File: config.mk
export PLATFORM = sky130hd
export DESIGN_NAME = cff_dict_operand_finder
export DESIGN_NICKNAME = d
export VERILOG_FILES = /design/src/hw/rtl/cdof_pkg.sv /design/src/hw/rtl/cff_dict_operand_finder.sv
export SDC_FILE = /design/constraint.sdc
export NUM_CORES = 1
export LEC_CHECK = 0
export ABC_AREA = 1
export BUFFER_PORTS_ARGS = -buffer_cell sky130_fd_sc_hd__buf_2
export CAP_MARGIN = 25
export CORE_MARGIN = 2
export CORE_UTILIZATION = 44
export DETAILED_ROUTE_END_ITERATION = 8
export SLEW_MARGIN = 20
export SYNTH_ARGS = -nofsm -noshare
export SYNTH_HDL_FRONTEND = slang
export SYNTH_SLANG_ARGS = --single-unit
File: constraint.sdc
create_clock -name i_clk -period 7.3 [get_ports i_clk]
set_input_delay 0.365 -clock i_clk [delete_from_list [all_inputs] [get_ports i_clk]]
set_output_delay 0.365 -clock i_clk [all_outputs]
set_load 0.05 [all_outputs]
File: src/hw/rtl/cdof_pkg.sv
package cdof_pkg;

    localparam int unsigned OpWidth = 11;
    localparam logic [OpWidth-1:0] WantedReset = 11'd17;
    localparam logic [OpWidth-1:0] EscBase = 11'd1200;

    localparam logic [1:0] ST_FOUND_OPERAND = 2'd0;
    localparam logic [1:0] ST_FOUND_EMPTY   = 2'd1;
    localparam logic [1:0] ST_NOT_FOUND     = 2'd2;
    localparam logic [1:0] ST_RESERVED      = 2'd3;

    localparam logic [7:0] BYTE_ESC      = 8'd12;
    localparam logic [7:0] BYTE_OP_MAX   = 8'd21;
    localparam logic [7:0] BYTE_INT16    = 8'd28;
    localparam logic [7:0] BYTE_INT32    = 8'd29;
    localparam logic [7:0] BYTE_REAL     = 8'd30;
    localparam logic [7:0] BYTE_SMALL_LO = 8'd32;
    localparam logic [7:0] BYTE_SMALL_HI = 8'd246;
    localparam logic [7:0] BYTE_POS_LO   = 8'd247;
    localparam logic [7:0] BYTE_POS_HI   = 8'd250;
    localparam logic [7:0] BYTE_NEG_LO   = 8'd251;
    localparam logic [7:0] BYTE_NEG_HI   = 8'd254;
    localparam logic [8:0] SmallBias     = 9'd139;
    localparam logic [10:0] WordBias     = 11'd108;

    typedef struct packed {
        logic [7:0] dict_byte;
        logic       end_of_dict;
    } t_in_word;

    typedef struct packed {
        logic [1:0]         status;
        logic signed [31:0] operand_value;
    } t_out_word;

endpackage

File: src/hw/rtl/cff_dict_operand_finder.sv
// CFF DICT operand finder.
// The input channel takes one DICT byte per word, with end_of_dict set on the
// final byte. The output channel gives at most one word per DICT: the status
// and, when the wanted operator was found after an operand, that operand.
// The wanted operator is set through the configuration write port; the user
// must write it only while the block is idle (the block does not enforce it).
// Escaped operators are written as 1200 plus the second byte. One byte is
// accepted in every cycle while the input stall is low. The decode state is
// updated from the byte; the result that a byte decides is registered into
// the output register, or into the one-word skid register behind it while the
// output is held, so a byte is still accepted while a finished result waits.
// The block raises its input stall only while the skid register is full,
// which takes two results held back by the receiver. Results are never
// dropped or reordered. Reset clears the decode state and both output valid
// flags, sets the wanted operator to 17. After a decision, bytes are consumed
// without result until the end of the DICT, which returns the decoder to idle.
module cff_dict_operand_finder (
    input  logic                       i_clk,
    input  logic                       i_rst_n,
    input  logic                       i_cfg_wr_en,
    input  logic [10:0]                i_cfg_wr_data,
    input  logic                       i_in_valid,
    output logic                       o_in_stall,
    input  cdof_pkg::t_in_word         i_in_word,
    output logic                       o_out_valid,
    input  logic                       i_out_stall,
    output cdof_pkg::t_out_word        o_out_word
);
    import cdof_pkg::*;

    localparam logic [2:0] PH_IDLE = 3'd0;
    localparam logic [2:0] PH_ESC  = 3'd1;
    localparam logic [2:0] PH_INT  = 3'd2;
    localparam logic [2:0] PH_REAL = 3'd3;
    localparam logic [2:0] PH_DONE = 3'd4;

    logic [OpWidth-1:0] r_wanted;
    logic [2:0]         r_phase, n_phase;
    logic [7:0]         r_lead, n_lead;
    logic [2:0]         r_pending, n_pending;
    logic [31:0]        r_partial, n_partial;
    logic [31:0]        r_last, n_last;
    logic               r_present, n_present;

    logic               r_out_valid, n_out_valid;
    t_out_word          r_out_word, n_out_word;
    logic               r_skid_valid, n_skid_valid;
    t_out_word          r_skid_word, n_skid_word;

    logic               accept;
    logic               emit;
    t_out_word          res;
    logic [7:0]         b;
    logic [OpWidth-1:0] op_code;
    logic               is_op;
    logic [31:0]        shifted;
    logic [31:0]        int_value;
    logic [10:0]        word_mag;
    logic [8:0]         small_value;
    logic               out_free;

    assign b        = i_in_word.dict_byte;
    assign accept   = i_in_valid && !r_skid_valid;
    assign out_free = !r_out_valid || !i_out_stall;
    assign shifted  = {r_partial[23:0], b};
    assign small_value = {1'b0, b} - SmallBias;

    always_comb begin
        if (r_lead <= BYTE_POS_HI) begin
            word_mag = {1'b0, 2'(r_lead - BYTE_POS_LO), b} + WordBias;
        end else begin
            word_mag = {1'b0, 2'(r_lead - BYTE_NEG_LO), b} + WordBias;
        end
        if (r_lead == BYTE_INT16) begin
            int_value = {{16{shifted[15]}}, shifted[15:0]};
        end else if (r_lead == BYTE_INT32) begin
            int_value = shifted;
        end else if (r_lead <= BYTE_POS_HI) begin
            int_value = {21'd0, word_mag};
        end else begin
            int_value = 32'd0 - {21'd0, word_mag};
        end
    end

    always_comb begin
        n_phase   = r_phase;
        n_lead    = r_lead;
        n_pending = r_pending;
        n_partial = r_partial;
        n_last    = r_last;
        n_present = r_present;
        emit      = 1'b0;
        res.status        = ST_NOT_FOUND;
        res.operand_value = -32'sd1;
        is_op     = 1'b0;
        op_code   = {3'd0, b};

        case (r_phase)
            PH_IDLE: begin
                if (b == BYTE_ESC) begin
                    n_phase = PH_ESC;
                end else if (b <= BYTE_OP_MAX) begin
                    is_op = 1'b1;
                end else if (b == BYTE_INT16 || b == BYTE_INT32) begin
                    n_lead    = b;
                    n_pending = (b == BYTE_INT16) ? 3'd2 : 3'd4;
                    n_partial = 32'd0;
                    n_phase   = PH_INT;
                end else if (b == BYTE_REAL) begin
                    n_phase = PH_REAL;
                end else if (b >= BYTE_SMALL_LO && b <= BYTE_SMALL_HI) begin
                    n_last    = {{23{small_value[8]}}, small_value};
                    n_present = 1'b1;
                end else if (b >= BYTE_POS_LO && b <= BYTE_NEG_HI) begin
                    n_lead    = b;
                    n_pending = 3'd1;
                    n_partial = 32'd0;
                    n_phase   = PH_INT;
                end else begin
                    emit       = 1'b1;
                    res.status = ST_RESERVED;
                    n_phase    = PH_DONE;
                end
            end
            PH_ESC: begin
                is_op   = 1'b1;
                op_code = EscBase + {3'd0, b};
            end
            PH_INT: begin
                n_partial = shifted;
                n_pending = r_pending - 3'd1;
                if (r_pending == 3'd1) begin
                    n_last    = int_value;
                    n_present = 1'b1;
                    n_phase   = PH_IDLE;
                end
            end
            PH_REAL: begin
                if (b[3:0] == 4'hF || b[7:4] == 4'hF) begin
                    n_last    = 32'd0;
                    n_present = 1'b1;
                    n_phase   = PH_IDLE;
                end
            end
            default: begin
            end
        endcase

        if (is_op) begin
            if (op_code == r_wanted) begin
                emit    = 1'b1;
                n_phase = PH_DONE;
                if (r_present) begin
                    res.status        = ST_FOUND_OPERAND;
                    res.operand_value = r_last;
                end else begin
                    res.status = ST_FOUND_EMPTY;
                end
            end else begin
                n_present = 1'b0;
                n_last    = 32'd0;
                n_phase   = PH_IDLE;
            end
        end

        if (i_in_word.end_of_dict) begin
            if (!emit && r_phase != PH_DONE) begin
                emit       = 1'b1;
                res.status = ST_NOT_FOUND;
            end
            n_phase   = PH_IDLE;
            n_lead    = 8'd0;
            n_pending = 3'd0;
            n_partial = 32'd0;
            n_last    = 32'd0;
            n_present = 1'b0;
        end
    end

    always_comb begin
        n_out_valid  = r_out_valid;
        n_out_word   = r_out_word;
        n_skid_valid = r_skid_valid;
        n_skid_word  = r_skid_word;
        if (out_free) begin
            if (r_skid_valid) begin
                n_out_valid  = 1'b1;
                n_out_word   = r_skid_word;
                n_skid_valid = 1'b0;
            end else begin
                n_out_valid = accept && emit;
                n_out_word  = res;
            end
        end else if (accept && emit) begin
            n_skid_valid = 1'b1;
            n_skid_word  = res;
        end
    end

    always_ff @(posedge i_clk) begin
        if (!i_rst_n) begin
            r_wanted     <= WantedReset;
            r_phase      <= PH_IDLE;
            r_lead       <= 8'd0;
            r_pending    <= 3'd0;
            r_partial    <= 32'd0;
            r_last       <= 32'd0;
            r_present    <= 1'b0;
            r_out_valid  <= 1'b0;
            r_skid_valid <= 1'b0;
        end else begin
            if (i_cfg_wr_en) begin
                r_wanted <= i_cfg_wr_data;
            end
            if (accept) begin
                r_phase   <= n_phase;
                r_lead    <= n_lead;
                r_pending <= n_pending;
                r_partial <= n_partial;
                r_last    <= n_last;
                r_present <= n_present;
            end
            r_out_valid  <= n_out_valid;
            r_skid_valid <= n_skid_valid;
        end
    end

    always_ff @(posedge i_clk) begin
        r_out_word  <= n_out_word;
        r_skid_word <= n_skid_word;
    end

    assign o_in_stall  = r_skid_valid;
    assign o_out_valid = r_out_valid;
    assign o_out_word  = r_out_word;

endmodule

==> reports/results.ini <==
[place]
io_buffers = 60
dp.cells = 1438
gp_congestion = 0.922
hpwl_um = 15200

[synthesis]
synth_edf_count = 68
ys_ff_latch = 152
synth_nets = 1206
ys_top_cells_by_area = edfxtp_1, dfxtp_1, nand2_1
avgSynthCellArea_um2 = 7.38
synth_area_um2 = 8570
async_reset_ff_share_pct = 0
ys_seq_area_share_pct = 43.4
yosys.area.top_type = edfxtp_1
synthCells = 1162
yosysUniqueCellTypes = 46
ys.flop_type = dfxtp_1
yosysWarnings = 0
synth_top_area_share_pct = 23.8

[global_route]
grt_pass1_vias = 6825
track_usage_pct = 22.0
grt.overflow.total = 0
grt_antenna_before_repair = 0
grt_pass1_wl_um = 36100
grt_max_degree = 69

[sta]
fin_setup_tns_ns = 0
fin_crit_sh_pct = 42.1
clock_skew_ns = 0.0187
relSlewSlack_pct = 45.4
tightest_slew_ns = 0.817
setup_viol = 0
hold_viol_final = 0
min_period_ns = 3.07
max_clock_freq_mhz = 326
drv_slew = 0
rsz0062_at_grt = no

[layout]
finalNetCount = 1236
final_cell_count_no_fill = 1470
fill_cells = 1969
fin_util_pct = 49.5
diodes = 0
final_layout_size_suffix_gt1_share_pct = 13.7
area_growth_pct = 11.2

[worst_setup_path]
endpoint_kind = flip-flop
crit_path_frequent_cell = inv_1
crit_buf_inv = 4
crit_family = simple AND/OR/NAND/NOR gates
crit_required_ns = 7.67
crit_type = reg2reg
arrival_ns = 3.44
reg2reg_slack_ns = 4.23
path_max_fanout = 22
crit_chain = inv_1 > nor2_2 > inv_1 > nor2_4 > inv_1 > nor2_1 > inv_1 > a21oi_1 > o21ai_0 > nand2_1 > nor2_1 > nand2_1 > nand2_1 > a21oi_1
max_stage_delay_ns = 0.46
cpMaxStageDelayCell = nor2_1
start_kind = flip-flop

[floorplanning]
io_pins = 61
die_y_um = 144
coreArea_um2 = 19300
start_util_pct = 44.5
dieArea_um2 = 20600
row_count = 51
die_w_um = 144

[clock_network]
htreeDepth = 4
cts-buffers-inserted = 17
clock_latency_ns = 0.44
post_cts_resized = 0
path_clk_slew_ns = 0.07
cts_sinks = 152
clockRootBuffer = clkbuf_16
cts_setup_buffers = 0
cts_tree = yes
cts_buffer_depth = 2
hold_buffers = 0

[pwr]
power_leakage_uw = 0.00387
total_power_uw = 2150
vdd_drop_max_mv = 0.168
power.density_nw_per_um2 = 226

[status]
status = completed

[hold_path]
hp-class = in2reg

[drt]
drc = 0
ant_nets = 0
wirelength_um = 21800
vias = 7514
viasPerCell = 5.11
drtIter0Drc = 668
wire_per_inst_um = 14.8
drtPass1Iterations = 5

[run]
drv_cap = 0

power breakdown:
group,switching [uW],internal (uW)
logic,225,92.0
clock network,424,462
registers,25.5,924
final cells by class:
| type | count | area, um^2 | area share, % |
|---|---|---|---|
| inverter | 101 | 382 | 4.00 |
| tap | 265 | 332 | 3.48 |
| sequential | 152 | 3720 | 39.1 |
| clock buffer | 17 | 425 | 4.46 |
| clock inverter | 15 | 160 | 1.68 |
| timing repair buffer | 67 | 353 | 3.70 |
| multi-input combinational | 853 | 4160 | 43.6 |
worst min-delay path, stage by stage:
cell     delay [ns]
buf_2          0.07
nand2_1        0.04
nand3_1        0.06
final timing paths:
| check | start | endpoint | depth (start not counted) |
|---|---|---|---|
| min reg2reg | r_last[6]$_SDFFE_PN0P_ | r_last[6]$_SDFFE_PN0P_ | 2 |
| max | r_phase[1]$_SDFFE_PN0P_ | r_last[4]$_SDFFE_PN0P_ | 14 |
| max reg2reg | r_phase[1]$_SDFFE_PN0P_ | r_last[4]$_SDFFE_PN0P_ | 14 |
| min | i_cfg_wr_data[0] | r_wanted[0]$_SDFFE_PN1P_ | 3 |
logic make-up after synthesis:
group / after synthesis / synth area share, %
AND/OR/NAND/NOR: 560 / 27.5
XOR/XNOR: 18 / 1.84
adder cells (fa/ha/maj): 19 / 2.77
AO/OA/AOI/OAI: 256 / 16.3
buffers and inverters: 157 / 8.13
flip-flops: 152 / 43.4
layer usage:
layer	GRT usage (%)	routed length (um)	vias to the layer above	part of all wire, %
met5	0	0	-	0
met4	5.57	267	0	1.2
met3	3.90	1120	19	5.1
met2	33.7	9470	204	43
met1	32.2	11000	3408	50
li1	-	-	3883	-
flip-flops by register name (all words and copies together), names as in the netlist:
register     count
o_in_stall       1
o_out_valid      1
o_out_word      34
r_last          32
r_lead           8
r_partial       24
r_pending        3
r_phase          3
r_present        1
r_skid_word     34
r_wanted        11
stage by stage:
step,instance area (um^2),worst slack (ns),hold slack (ns)
final,9530,4.23,0.144
after global routing,9530,3.88,0.163
after floorplan,8570,3.70,0.430
after detailed placement,8950,4.12,0.452
after CTS,9530,4.34,0.132
after global placement,8950,4.12,0.447
placed cells by master, fill, tap and decap left out, types with 19 or more instances in the layout:
cell,netlist,routed
nand3_1,30,30
a31oi_1,32,32
a21oi_1,89,89
dfxtp_1,84,84
edfxtp_1,68,68
nand2_1,292,292
inv_1,87,86
buf_2,10,60
nor2_1,174,173
o21ai_0,108,108
ha_1,19,19
Yosys cell counts, types with 2 or more instances:
cell       number
nand4_1         9
buf_6           6
o2111ai_1       2
nor3_1         12
nand3_2         3
ha_1           19
xor2_1         13
nor2_1        174
inv_1          87
inv_2          12
buf_2          10
nor2_2          9
dfxtp_1        84
a31oi_1        32
o211ai_1        2
clkbuf_1       30
o21ai_2         2
o21ai_0       108
nor3_2          4
buf_4           7
nand2_2        18
nand2_1       292
edfxtp_1       68
nand3_1        30
xnor2_1         5
a21oi_2         9
o21bai_1        2
nand3b_1        2
a21oi_1        89
o21ai_1         3
a211oi_1        2
o22ai_1         3
Power figures use the tool's default switching activity.
